[src/design/pcsm_pkg.sv]
// Shared types, opcode codes and status codes of the p-code stack machine.
package pcsm_pkg;

   localparam int WORD_BITS = 32;
   localparam int STACK_DEPTH_DEF = 4096;
   localparam int MAX_LEVEL_DEF = 7;

   // instruction opcodes
   localparam logic [3:0] OP_LIT  = 4'd0;
   localparam logic [3:0] OP_LOD  = 4'd1;
   localparam logic [3:0] OP_STO  = 4'd2;
   localparam logic [3:0] OP_INT  = 4'd3;
   localparam logic [3:0] OP_JMP  = 4'd4;
   localparam logic [3:0] OP_JPC  = 4'd5;
   localparam logic [3:0] OP_OPR  = 4'd6;
   localparam logic [3:0] OP_RED  = 4'd7;
   localparam logic [3:0] OP_WRI  = 4'd8;
   localparam logic [3:0] OP_LOD1 = 4'd9;
   localparam logic [3:0] OP_GTA  = 4'd10;
   localparam logic [3:0] OP_CAL  = 4'd11;
   localparam logic [3:0] OP_STO1 = 4'd12;

   // OPR function codes
   localparam int OPR_RET  = 0;
   localparam int OPR_NOT  = 1;
   localparam int OPR_ADD  = 2;
   localparam int OPR_SUB  = 3;
   localparam int OPR_MUL  = 4;
   localparam int OPR_DIV  = 5;
   localparam int OPR_ODD  = 6;
   localparam int OPR_NONE = 7;
   localparam int OPR_EQ   = 8;
   localparam int OPR_NE   = 9;
   localparam int OPR_LT   = 10;
   localparam int OPR_GE   = 11;
   localparam int OPR_GT   = 12;
   localparam int OPR_LE   = 13;
   localparam int OPR_MOD  = 14;
   localparam int OPR_XOR  = 15;
   localparam int OPR_AND  = 16;
   localparam int OPR_OR   = 17;
   localparam int OPR_HALT = 18;

   // result status codes
   localparam logic [2:0] ST_OK    = 3'd0;
   localparam logic [2:0] ST_END   = 3'd1;
   localparam logic [2:0] ST_HALT  = 3'd2;
   localparam logic [2:0] ST_DIV0  = 3'd3;
   localparam logic [2:0] ST_MOD0  = 3'd4;
   localparam logic [2:0] ST_ILL   = 3'd5;
   localparam logic [2:0] ST_FAULT = 3'd6;

   typedef struct packed {
      logic [3:0]                  opcode;
      logic [2:0]                  level;
      logic signed [WORD_BITS-1:0] operand;
      logic signed [WORD_BITS-1:0] read_value;
   } req_item_type;

   typedef struct packed {
      logic [15:0]                 next_pc;
      logic [2:0]                  status;
      logic                        write_valid;
      logic signed [WORD_BITS-1:0] write_value;
   } rsp_item_type;

   typedef struct packed {
      logic start;
      logic want_rem;
   } div_req_type;

endpackage

[src/design/pcsm_div.sv]
// Iterative signed divider, one quotient bit per cycle, truncating toward zero.
module pcsm_div import pcsm_pkg::*; (
   input  logic                        clock,
   input  logic                        reset,
   input  div_req_type                 req,
   input  logic signed [WORD_BITS-1:0] dividend,
   input  logic signed [WORD_BITS-1:0] divisor,
   output logic                        done,
   output logic signed [WORD_BITS-1:0] result
);

   localparam int CW = $clog2(WORD_BITS + 1);

   logic              run_ff, run_in;
   logic [CW-1:0]     cnt_ff, cnt_in;
   logic [WORD_BITS-1:0] quo_ff, quo_in, rem_ff, rem_in, mb_ff, mb_in;
   logic              neg_q_ff, neg_q_in, neg_r_ff, neg_r_in, rem_sel_ff, rem_sel_in;
   logic              done_ff, done_in;
   logic [WORD_BITS:0]   rem_sh, trial;

   // one restoring step
   always_comb begin
      rem_sh = {rem_ff, quo_ff[WORD_BITS-1]};
      trial  = rem_sh - {1'b0, mb_ff};
   end

   always_comb begin
      run_in     = run_ff;
      cnt_in     = cnt_ff;
      quo_in     = quo_ff;
      rem_in     = rem_ff;
      mb_in      = mb_ff;
      neg_q_in   = neg_q_ff;
      neg_r_in   = neg_r_ff;
      rem_sel_in = rem_sel_ff;
      done_in    = 1'b0;
      if (req.start) begin
         run_in     = 1'b1;
         cnt_in     = CW'(WORD_BITS);
         quo_in     = dividend[WORD_BITS-1] ? 0 - dividend : dividend;
         mb_in      = divisor[WORD_BITS-1] ? 0 - divisor : divisor;
         rem_in     = '0;
         neg_q_in   = dividend[WORD_BITS-1] ^ divisor[WORD_BITS-1];
         neg_r_in   = dividend[WORD_BITS-1];
         rem_sel_in = req.want_rem;
      end else if (run_ff) begin
         if (!trial[WORD_BITS]) begin
            rem_in = trial[WORD_BITS-1:0];
            quo_in = {quo_ff[WORD_BITS-2:0], 1'b1};
         end else begin
            rem_in = rem_sh[WORD_BITS-1:0];
            quo_in = {quo_ff[WORD_BITS-2:0], 1'b0};
         end
         cnt_in = cnt_ff - 1'b1;
         if (cnt_ff == CW'(1)) begin
            run_in  = 1'b0;
            done_in = 1'b1;
         end
      end
   end

   always_ff @(posedge clock) begin
      if (reset) begin
         run_ff  <= 1'b0;
         done_ff <= 1'b0;
      end else begin
         run_ff  <= run_in;
         done_ff <= done_in;
      end
      cnt_ff     <= cnt_in;
      quo_ff     <= quo_in;
      rem_ff     <= rem_in;
      mb_ff      <= mb_in;
      neg_q_ff   <= neg_q_in;
      neg_r_ff   <= neg_r_in;
      rem_sel_ff <= rem_sel_in;
   end

   // apply signs to the magnitudes
   always_comb begin
      if (rem_sel_ff) result = neg_r_ff ? 0 - rem_ff : rem_ff;
      else            result = neg_q_ff ? 0 - quo_ff : quo_ff;
   end
   assign done = done_ff;

endmodule

[config.mk]
export PLATFORM = sky130hd
export DESIGN_NAME = pcsm_div
export DESIGN_NICKNAME = d
export VERILOG_FILES = /design/src/design/pcsm_pkg.sv /design/src/design/pcsm_div.sv
export SDC_FILE = /design/constraint.sdc
export NUM_CORES = 1
export LEC_CHECK = 0
export BUFFER_PORTS_ARGS = -buffer_cell sky130_fd_sc_hd__buf_2
export CORE_UTILIZATION = 54
export DETAILED_ROUTE_END_ITERATION = 16
export PLACE_DENSITY_LB_ADDON = 0.3
export SYNTH_ARGS = -nofsm -noshare
export SYNTH_HDL_FRONTEND = slang
export SYNTH_SLANG_ARGS = --single-unit
[constraint.sdc]
create_clock -name clock -period 3.73 [get_ports clock]
set_input_delay 0.746 -clock clock [delete_from_list [all_inputs] [get_ports clock]]
set_output_delay 0.746 -clock clock [all_outputs]
set_load 0.02 [all_outputs]
## Word level (Yosys, flattened, before mapping)

Index checks and enable logic that the tools add are counted.

| cells by class | value |
|---|---|
| add/subtract/negate cells | 6 |
| equality and inequality tests | 1 |
| muxes and demuxes | 13 |
| bitwise gates (word level) | 2 |
| reduce and logical (&&, ||, !) cells | 2 |

Operator list:

| cell | number |
|---|---|
| $mux W32 | 7 |
| $sub A1 B32 Y32 const A | 4 |
| $sub A33 B32 Y33 | 1 |
| $mux W31 | 1 |
| $eq A6 B1 Y1 const B | 1 |
| $sub A6 B1 Y6 const B | 1 |
| $mux W1 | 5 |
| $reduce_or A3 Y1 | 1 |
| $reduce_bool A2 Y1 | 1 |
| $not A1 Y1 | 1 |
| $xor A1 B1 Y1 | 1 |

| storage, ports and cells | value |
|---|---|
| register bits | 107 |
| input bits | 68 |
| output and inout port bits | 33 |
| logic and storage cells | 34 |

## Longest topological paths before layout

Gate-level depths: netlist (run 1).

| depth | value |
|---|---|
| word-level depth | 4 |
| mapped depth | 13 |
| gate-level depth less buffers | 12 |

## Worst setup path after synthesis (run 1)

Ideal clock, no wire load.

| timing | value |
|---|---|
| path kind | register -> output |
| from | reg quo_ff[8] |
| to | out result[30] |
| arrival time | 3.128 ns |
| required time | 2.984 ns |
| slack | -0.144 ns |
| cell stages (with the launch flop) | 10 |
| path buffers | 0 |
| cells stage by stage | edfxtp_1 or3_1 or3_1 or3_1 or3_1 or3_1 o41ai_2 xnor2_1 nor2_1 a21oi_1 |

| between the ends | value |
|---|---|
| cells in the longest elaborated chain, start to end | 3 |

Ends and longest elaborated chain:

| element | RTL line | RTL |
|---|---|---|
| start, declared | pcsm_div.sv:16 | `logic [WORD_BITS-1:0] quo_ff, quo_in, rem_ff, rem_in, mb_ff, mb_in;` |
| start signal, assigned | pcsm_div.sv:71 | `quo_ff <= quo_in;` |
| $sub A1 B32 Y32 | pcsm_div.sv:82 | `else result = neg_q_ff ? 0 - quo_ff : quo_ff;` |
| $mux W32 | pcsm_div.sv:82 |  |
| $mux W32 | pcsm_div.sv:81 | `if (rem_sel_ff) result = neg_r_ff ? 0 - rem_ff : rem_ff;` |
| end, declared | pcsm_div.sv:9 | `output logic signed [WORD_BITS-1:0] result` |

Every way passes these cells.

## Worst setup path in the final report (run 1)

| timing | value |
|---|---|
| from | reg quo_ff[6] |
| to | out result[28] |

The elaborated chain is that of the path after synthesis.

==> run_results.csv, run 1 <==
group,metric,value,unit
clock_tree,ctsHoldBuffers,0,
timing,slew_violations,0,
final_layout,multiInputGateArea,5690,sq um
final_layout,seq_area,2810,sq um
synthesis,yosysSeqAreaShare,32.1,%
final_layout,fill_cells,1362,
timing,clock.fmax,0.248,GHz
clock_tree,cts_sinks,107,
clock_tree,ctsLongestPathBuffers,2,
power,sw_frac_of_total,35.0,%
synthesis,syn_area_per_cell,8.36,sq um
flow_run,max_cap_viol_count,0,
global_route,globalRouteOverflowTotal,0,
placement,gp_congestion,0.893,
power,internal_power,2.37,mW
synthesis,synth.top_cells.by_count,"nor2_1 (113), a21oi_1 (94), nand2_1 (83)",
power,power_frac_comb,34.8,%
synthesis,syn_area,8750,sq um
power,ir_drop,297,uV
power,p_sw,1.28,mW
route,remaining_drc_errors,0,
power,p_leak,4.13,nW
floorplan,die_x,129,um
timing,finalHoldViolCount,0,
worst_setup_path,cp.required,2980,ps
worst_setup_path,cp-end-kind,"output port",
timing,relSlewSlack,36.5,%
route,vias_per_cell,5.72,
synthesis,synthTopCellsByArea,"edfxtp_1 (23%), dfxtp_1 (9.1%), xnor2_1 (8.0%)",
clock_tree,tritoncts,"yes",
final_layout,final_util,64.5,%
worst_setup_path,start_kind,"flop",
floorplan,dieArea,16700,sq um
timing,tightest_slew,952,ps
global_route,antenna_found_initial,0,
worst_setup_path,critical_path_class,"flop to output port",
final_layout,n_antenna_cell,0,
clock_tree,clock_latency,360,ps
power,totalPowerFinal,3.65,mW
clock_tree,htree_levels,3,
synthesis,synth_most_common_cell,"nor2_1",
synthesis,synth_ff_type,"edfxtp_1",
placement,placed_cell_area,9700,sq um
worst_hold_path,min_path_type,"flop to flop",
timing,finalCritPeriodShare,108,%
power,seq_power_share,40.9,%
timing,setup_slack,-307,ps
route,ant_nets,0,
synthesis,synth_cell_type_count,66,
clock_tree,numCtsBuffers,9,
final_layout,nets,1269,
floorplan,start_util,55.3,%
timing,rsz0062_at_grt,"yes",
final_layout,area_growth,16.7,%
global_route,grt_max_degree,65,
floorplan,die_y,129,um
power,clkPwrFrac,24.3,%
clock_tree,clk_pin_slew,70,ps
route,drtPass1Iterations,5,
floorplan,core,15800,sq um
global_route,grt_pass1_vias,7224,
placement,post-dp-hpwl,15.8,mm
synthesis,synthesis.instances,1047,
final_layout,stdcell_area,10200,sq um
timing,tns,-3370,ps
outcome,failed_checks,"negative setup slack",
timing,finClkSkew,10.3,ps
synthesis,synth_top_cell_by_area,"edfxtp_1",
synthesis,synth-seq-cells,107,
worst_setup_path,crit_arrival,3290,ps
global_route,grt_pass1_wl,33.7,mm
route,wire_per_inst,15.1,um
power,powerDensity,358,nW/um^2
timing,period_minus_slack,4040,ps
floorplan,num_rows,46,
route,drt_iter0_markers,442,
synthesis,yosysWarnings,0,
worst_setup_path,crit_fanout,4,
route,vias,7913,
placement,io_buffers,100,
synthesis,ys_async_sr_fraction,0,%
synthesis,synth.net_count,1154,
route,routed_wl,20.9,mm
synthesis,synth_edf_count,67,
outcome,status,"finished, violations left",
final_layout,drive_above_1_share,17.7,%
timing,setup_viol,15,
clock_tree,clockRootBuffer,"clkbuf_16",
synthesis,synth_top_area_share,23.0,%
global_route,grt.total_usage,25.5,%
floorplan,ios,101,
==> worst max-delay path: stages (launching register included) <==
cell and delay (ps):
edfxtp_1 390, or3_4 390, or3_4 330, or3_4 350, or3_4 350, or3_4 380, buf_4 150, o21ai_2 120
xnor2_1 130, nor2_1 60, a21oi_2 140, buf_6 130
==> logic make-up after synthesis <==
family	count (synthesis)	share of synthesized area (%)
compound gates	309	22.4
xor+xnor	150	15.0
fa+ha+maj	39	5.66
buf+inv	105	4.63
flops	107	32.1
mux	29	3.35
simple gates	308	16.8
==> cell usage in the layout, fill, tap and decap left out, types with 4 or more instances in the layout <==
cell,instances
a211oi_1,23
a21o_1,15
a21oi_1,88
a21oi_2,6
a311oi_1,4
a31oi_1,5
and3_1,6
buf_2,89
buf_4,60
buf_6,5
clkbuf_1,4
clkbuf_16,9
dfxtp_1,40
edfxtp_1,67
ha_1,38
inv_1,54
mux2i_1,27
nand2_1,83
nand2b_1,14
nand3_1,14
nor2_1,111
nor2b_1,6
nor3_1,8
nor4_1,6
o211ai_1,8
o21a_1,8
o21ai_0,76
o31ai_1,30
o41ai_1,16
o41ai_2,4
or3_1,12
or3_4,8
or4_1,14
xnor2_1,80
xor2_1,70
==> routing by layer <==
layer / GRT usage, % / routed length, um / vias to the layer above
li1: - / - / 4025
met4: 8.65 / 426 / 0
met2: 44.6 / 10600 / 128
met1: 31.8 / 9280 / 3729
met5: 0 / 0 / -
met3: 4.38 / 574 / 31
==> flip-flops by register name (all words and copies together) (netlist names) <==
name        cells
done            1
neg_q_ff        1
cnt_ff          6
neg_r_ff        1
rem_ff         32
rem_sel_ff      1
mb_ff          32
quo_ff         32
run_ff          1
==> final timing paths <==
check                               start         end  slack [ps]  depth (start not counted)
worst max-delay path            quo_ff[6]  result[28]        -310                         11
worst min-delay path            cnt_ff[0]   cnt_ff[0]         500                          2
worst max register to register   mb_ff[0]   rem_ff[0]         160                         12
worst min register to register  cnt_ff[0]   cnt_ff[0]         500                          2
==> metrics by stage <==
step                hold slack, ps  setup WS, ps  cells
finish                         498          -307   1383
global route                   541          -453   1383
CTS                            498          -312   1377
detailed placement             486          -168   1358
global placement               479         -96.8   1358
floorplan                      465         -31.2   1047
==> area by class of cell <==
cell class | instances | area share [%]
Timing Repair Buffer | 155 | 9.52
Clock buffer | 13 | 2.35
Clock inverter | 3 | 0.184
Inverter | 54 | 1.99
Multi-Input combinational cell | 835 | 55.8
Tap cell | 216 | 2.65
Sequential cell | 107 | 27.5
==> timing repair <==
action / 4_1_cts / 5_1_grt
resized for setup: 22 / 21
setup buffers: 3 / 6
setup endpoints to repair: 18 / 47
pin swaps: 7 / 12
==> power groups by stage <==
stage / Sequential [mW] / Clock, mW / Combinational (mW)
global route: 1.50 / 0.958 / 1.40
finish: 1.49 / 0.889 / 1.27
CTS: 1.49 / 0.910 / 1.25
detailed placement: 1.51 / 0 / 1.22
global placement: 1.51 / 0 / 1.20
floorplan: 1.49 / 0 / 0.869
Power figures use the tool's default switching activity.
==> inputs of run 2 (changes only) <==
==> constraint.sdc (replaced) <==
create_clock -name clock -period 3.73 [get_ports clock]
set_input_delay 0.9325 -clock clock [delete_from_list [all_inputs] [get_ports clock]]
set_output_delay 0.9325 -clock clock [all_outputs]
set_load 0.02 [all_outputs]
==> run 2 against run 1 <==
The run still ends with negative setup slack left. Power is 3.7% higher. Via count is 1.5% higher. Worst setup slack lost 220 ps. Register-to-register slack got worse by 40 ps. Combinational power rose by 4%. Final cell count up 1.6%. Flip-flop and latch count stayed put. Routed wire length is 1.1% higher. Sequential power barely moved. Clock power grew 10%. Largest power group unchanged. Highest routed layer unchanged.
==> run_results.csv, run 2 (synthesis gave the netlist of run 1 again) <==
group,metric,value,unit
clock_tree,cts_sinks,107,
timing,finClkSkew,12.0,ps
global_route,grt_pass1_wl,33.9,mm
final_layout,nets,1291,
timing,rsz0062_at_grt,"yes",
floorplan,start_util,55.3,%
worst_setup_path,start_kind,"flop",
placement,io_buffers,100,
flow_run,max_cap_viol_count,0,
floorplan,num_rows,46,
floorplan,dieArea,16700,sq um
final_layout,final_common_cell,"nor2_1",
timing,setup_viol,18,
worst_setup_path,cp_slowest_cell,"edfxtp_1",
clock_tree,clk_pin_slew,80,ps
clock_tree,clock_latency,360,ps
route,vias,8031,
final_layout,final_cell_mix,"nor2_1 (112), a21oi_1 (87), buf_2 (85), buf_4 (85), nand2_1 (82)",
worst_setup_path,cpMostUsedCell,"or3_4",
route,drtPass1Iterations,5,
clock_tree,numCtsBuffers,9,
timing,finalCritPeriodShare,114,%
timing,period_minus_slack,4260,ps
floorplan,die_y,129,um
clock_tree,ctsHoldBuffers,0,
timing,setup_slack,-529,ps
floorplan,core,15800,sq um
timing,slew_violations,0,
final_layout,reg_top3,"mb_ff (32), quo_ff (32), rem_ff (32)",
worst_hold_path,min_path_type,"flop to flop",
route,drt_iter0_markers,459,
timing,tightest_slew,981,ps
outcome,status,"finished, violations left",
global_route,globalRouteOverflowTotal,0,
outcome,failed_checks,"negative setup slack",
worst_setup_path,cp_num_buf_inv,1,
route,wire_per_inst,15.0,um
worst_setup_path,slowest_delay,410,ps
final_layout,n_antenna_cell,0,
clock_tree,ctsLongestPathBuffers,2,
final_layout,drive_above_1_share,20.0,%
worst_setup_path,r2r_slack,120,ps
worst_setup_path,cp.required,2800,ps
worst_setup_path,cp-end-kind,"output port",
final_layout,final_cells,1405,
route,routed_wl,21.1,mm
timing,relSlewSlack,34.6,%
floorplan,ios,101,
global_route,grt.total_usage,25.5,%
timing,finalHoldViolCount,0,
route,remaining_drc_errors,0,
timing,clock.fmax,0.235,GHz
power,p_leak,4.28,nW
placement,gp_congestion,0.882,
floorplan,die_x,129,um
placement,placed_cells,1378,
clock_tree,clockRootBuffer,"clkbuf_16",
power,ir_drop,234,uV
placement,post-dp-hpwl,15.7,mm
clock_tree,htree_levels,3,
route,ant_nets,0,
route,vias_per_cell,5.72,
worst_setup_path,crit_arrival,3330,ps
worst_setup_path,crit_family,"simple AND/OR/NAND/NOR gates",
final_layout,area_growth,20.0,%
power,powerDensity,360,nW/um^2
global_route,grt_pass1_vias,7387,
global_route,antenna_found_initial,0,
worst_setup_path,crit_chain,"or3_4, or3_4, or3_4, or3_4, or3_4, o41ai_4, xnor2_1, nor2_1, a21oi_2, buf_6",
timing,tns,-5850,ps
clock_tree,tritoncts,"yes",
worst_setup_path,crit_fanout,4,
global_route,grt_max_degree,131,
worst_setup_path,critical_path_class,"flop to output port",
## run 2: cell count changes in the layout (fill, tap and decap cells not counted), sizes merged
| cell | change |
|---|---|
| buf | +22 |
| bufinv | +1 |
| clkbuf | -2 |
| clkinv | -1 |
| clkinvlp | +2 |
## run 2: final cells by class
class	count	area (sq um)
tap	216	270
fill	1324	5320
clock buffer	11	233
inverter	54	203
timing repair buffer	177	1150
multi-input combinational	835	5770
clock inverter	5	62.6
sequential	107	2810
## run 2: report_power, final
group | switching (mW) | total [mW] | internal (mW)
logic | 0.750 | 1.32 | 0.567
clock network | 0.453 | 0.979 | 0.526
registers | 0.104 | 1.49 | 1.39
total | 1.31 | 3.79 | 2.48
## run 2: what timing repair did
action	4_1_cts	5_1_grt
pin swaps	8	12
resized for setup	26	29
setup buffers	5	6
setup endpoints to repair	50	51
## run 2: tightest hold or removal path, stage by stage, from the launching register on
cell      delay, ps
dfxtp_1         350
xor2_1           70
nand2b_1         60
## run 2: stage by stage
step / hold slack [ps] / total power [mW] / utilization [%] / instance area [sq um] / worst slack, ps
CTS: 508 / 3.75 / 65.3 / 10300 / -500
floorplan: 465 / 2.36 / - / 8790 / -104
finish: 510 / 3.79 / 66.4 / 10500 / -529
global route: 530 / 3.98 / 66.4 / 10500 / -658
global placement: 480 / 2.73 / 62.4 / 9880 / -148
detailed placement: 489 / 2.75 / 62.4 / 9880 / -179
## run 2: per-layer routing
metal / up-vias / track usage (%) / wire, um / share of wire, %
met4: 0 / 8.86 / 426 / 2.0
met1: 3790 / 31.9 / 9330 / 44
met5: - / 0 / 0 / 0
li1: 4063 / - / - / -
met2: 150 / 45.4 / 10800 / 51
met3: 28 / 2.93 / 588 / 2.8
## run 2: worst paths after layout
path,startpoint,end,cells past startpoint
setup / recovery,quo_ff[7],result[30],10
hold / removal,cnt_ff[5],cnt_ff[5],2
setup reg to reg,mb_ff[0],rem_ff[9],13
hold reg to reg,cnt_ff[5],cnt_ff[5],2
==> inputs of run 3 (changes only) <==
--- a/config.mk
+++ b/config.mk
@@ -9,6 +9,7 @@
 export CORE_UTILIZATION = 54
 export DETAILED_ROUTE_END_ITERATION = 16
 export PLACE_DENSITY_LB_ADDON = 0.3
+export SKIP_CTS_REPAIR_TIMING = 1
 export SYNTH_ARGS = -nofsm -noshare
 export SYNTH_HDL_FRONTEND = slang
 export SYNTH_SLANG_ARGS = --single-unit
==> run 3 against run 2 <==
The run still ends with negative setup slack left. Clock power about the same. Non-clock buffer count decreased by 6. Via count is 0.27% lower. Die area stayed put. Combinational power about the same. Largest cell class unchanged. Highest routed layer unchanged.
==> run_results.csv, run 3 (synthesis gave the netlist of run 1 again) <==
group,metric,value,unit
final_layout,drive_above_1_share,18.9,%
clock_tree,cts_sinks,107,
power,powerDensity,361,nW/um^2
placement,gp_congestion,0.882,
route,ant_nets,0,
global_route,grt_pass1_vias,7276,
worst_setup_path,cp-end-kind,"output port",
power,seq_power_share,39.6,%
worst_setup_path,crit_arrival,3330,ps
worst_setup_path,critical_path_class,"flop to output port",
power,clkPwrFrac,26.1,%
final_layout,final_common_cell,"nor2_1",
worst_setup_path,crit_fanout,4,
timing,clock.fmax,0.235,GHz
floorplan,ios,101,
worst_setup_path,rr_worst_depth,13,
timing,rsz0062_at_grt,"yes",
worst_setup_path,cp_num_buf_inv,1,
worst_setup_path,cp.required,2800,ps
timing,slew_violations,0,
final_layout,n_antenna_cell,0,
timing,finalCritPeriodShare,114,%
global_route,grt_max_degree,131,
floorplan,num_rows,46,
worst_setup_path,cp-endpoint,"result[30]",
worst_setup_path,critPathLaunch,"quo_ff[8]",
worst_hold_path,min_path_type,"flop to flop",
timing,finalHoldViolCount,0,
global_route,globalRouteOverflowTotal,0,
power,power_frac_comb,34.3,%
worst_setup_path,r2r_end,"rem_ff[9]",
timing,period_minus_slack,4260,ps
timing,tightest_slew,991,ps
power,internal_power,2.46,mW
final_layout,nets,1285,
timing,relSlewSlack,33.7,%
placement,io_buffers,100,
outcome,failed_checks,"negative setup slack",
route,drtPass1Iterations,4,
route,remaining_drc_errors,0,
worst_setup_path,start_kind,"flop",
clock_tree,htree_levels,3,
clock_tree,clk_pin_slew,80,ps
power,p_sw,1.29,mW
final_layout,fill_cells,1332,
power,sw_frac_of_total,34.5,%
route,vias_per_cell,5.72,
worst_setup_path,crit_chain,"or3_4, or3_4, or3_4, or3_4, or3_4, o41ai_4, xnor2_1, nor2_1, a21oi_2, buf_6",
worst_setup_path,r2r-start,"mb_ff[0]",
outcome,status,"finished, violations left",
timing,tns,-5550,ps
floorplan,die_y,129,um
route,wire_per_inst,15.0,um
timing,setup_slack,-531,ps
clock_tree,tritoncts,"yes",
clock_tree,clockRootBuffer,"clkbuf_16",
worst_setup_path,crit_family,"simple AND/OR/NAND/NOR gates",
placement,post-dp-hpwl,15.7,mm
global_route,grt_pass1_wl,33.4,mm
final_layout,reg_top3,"mb_ff (32), quo_ff (32), rem_ff (32)",
power,totalPowerFinal,3.75,mW
worst_setup_path,slowest_delay,400,ps
route,routed_wl,21.0,mm
route,drt_iter0_markers,470,
worst_setup_path,cp_slowest_cell,"edfxtp_1",
clock_tree,clock_latency,360,ps
final_layout,area_growth,18.7,%
final_layout,final_cell_mix,"nor2_1 (113), buf_2 (91), a21oi_1 (89), nand2_1 (83), xnor2_1 (80)",
worst_setup_path,crit_cells,10,
floorplan,start_util,55.3,%
global_route,grt.total_usage,25.1,%
floorplan,dieArea,16700,sq um
power,p_leak,4.22,nW
flow_run,max_cap_viol_count,0,
placement,place_ws,-179,ps
route,vias,8009,
global_route,antenna_found_initial,0,
floorplan,core,15800,sq um
power,ir_drop,235,uV
timing,setup_viol,16,
clock_tree,numCtsBuffers,9,
worst_setup_path,cpMostUsedCell,"or3_4",
floorplan,die_x,129,um
timing,finClkSkew,10.2,ps
clock_tree,ctsLongestPathBuffers,2,
worst_setup_path,r2r_slack,110,ps
-- run 3: changes by cell type in the layout (fill, tap and decap cells not counted), moves of 2 or more --
cell,change
a21oi_1,+2
o41ai_2,+2
or3_4,-2
a21oi_2,-2
or3_1,+2
o21ai_1,+2
buf_4,-9
buf_6,-3
buf_2,+6
-- run 3: area by class of cell --
| type | count | area (sq um) | share of cell area, % |
|---|---|---|---|
| inverter | 54 | 203 | 1.95 |
| multi-input combinational | 835 | 5720 | 55.1 |
| timing repair buffer | 171 | 1080 | 10.4 |
| clock buffer | 11 | 233 | 2.24 |
| clock inverter | 5 | 62.6 | 0.602 |
| sequential | 107 | 2810 | 27.1 |
| tap | 216 | 270 | 2.60 |
-- run 3: per-stage QoR --
step	std cells	hold WS [ps]	area, sq um	util, %
final	1399	510	10400	65.6
after floorplan	1047	465	8790	-
after detailed placement	1378	489	9880	62.4
after global routing	1399	530	10400	65.6
after global placement	1378	480	9880	62.4
after CTS	1394	508	10200	64.3
-- run 3: worst min-delay path by stage --
stage / startpoint / end / slack (ps) / cells past startpoint
floorplan: cnt_ff[5] / cnt_ff[5] / 460 / 2
global placement: cnt_ff[5] / cnt_ff[5] / 480 / 2
detailed placement: cnt_ff[5] / cnt_ff[5] / 490 / 2
CTS: cnt_ff[1] / cnt_ff[1] / 510 / 2
global route: cnt_ff[5] / cnt_ff[5] / 530 / 2
finish: cnt_ff[5] / cnt_ff[5] / 510 / 2
-- run 3: power groups by stage --
| stage | logic [mW] | clock network [mW] | registers [mW] |
|---|---|---|---|
| 2_1_floorplan | 0.871 | 0 | 1.49 |
| 3_3_place_gp | 1.23 | 0 | 1.50 |
| 3_5_place_dp | 1.24 | 0 | 1.50 |
| 4_1_cts | 1.25 | 0.988 | 1.48 |
| 5_1_grt | 1.42 | 1.03 | 1.50 |
| 6_report | 1.29 | 0.978 | 1.49 |
-- run 3: worst min-delay path: stages (launching register included) --
cell and delay (ps):
dfxtp_1 350, xor2_1 70, nand2b_1 60
-- run 3: routing by layer --
metal	track usage [%]	vias up	routed length (um)
met5	0	-	0
met4	8.79	0	422
met3	2.68	29	531
met2	44.4	127	10600
met1	31.9	3800	9460
li1	-	4053	-
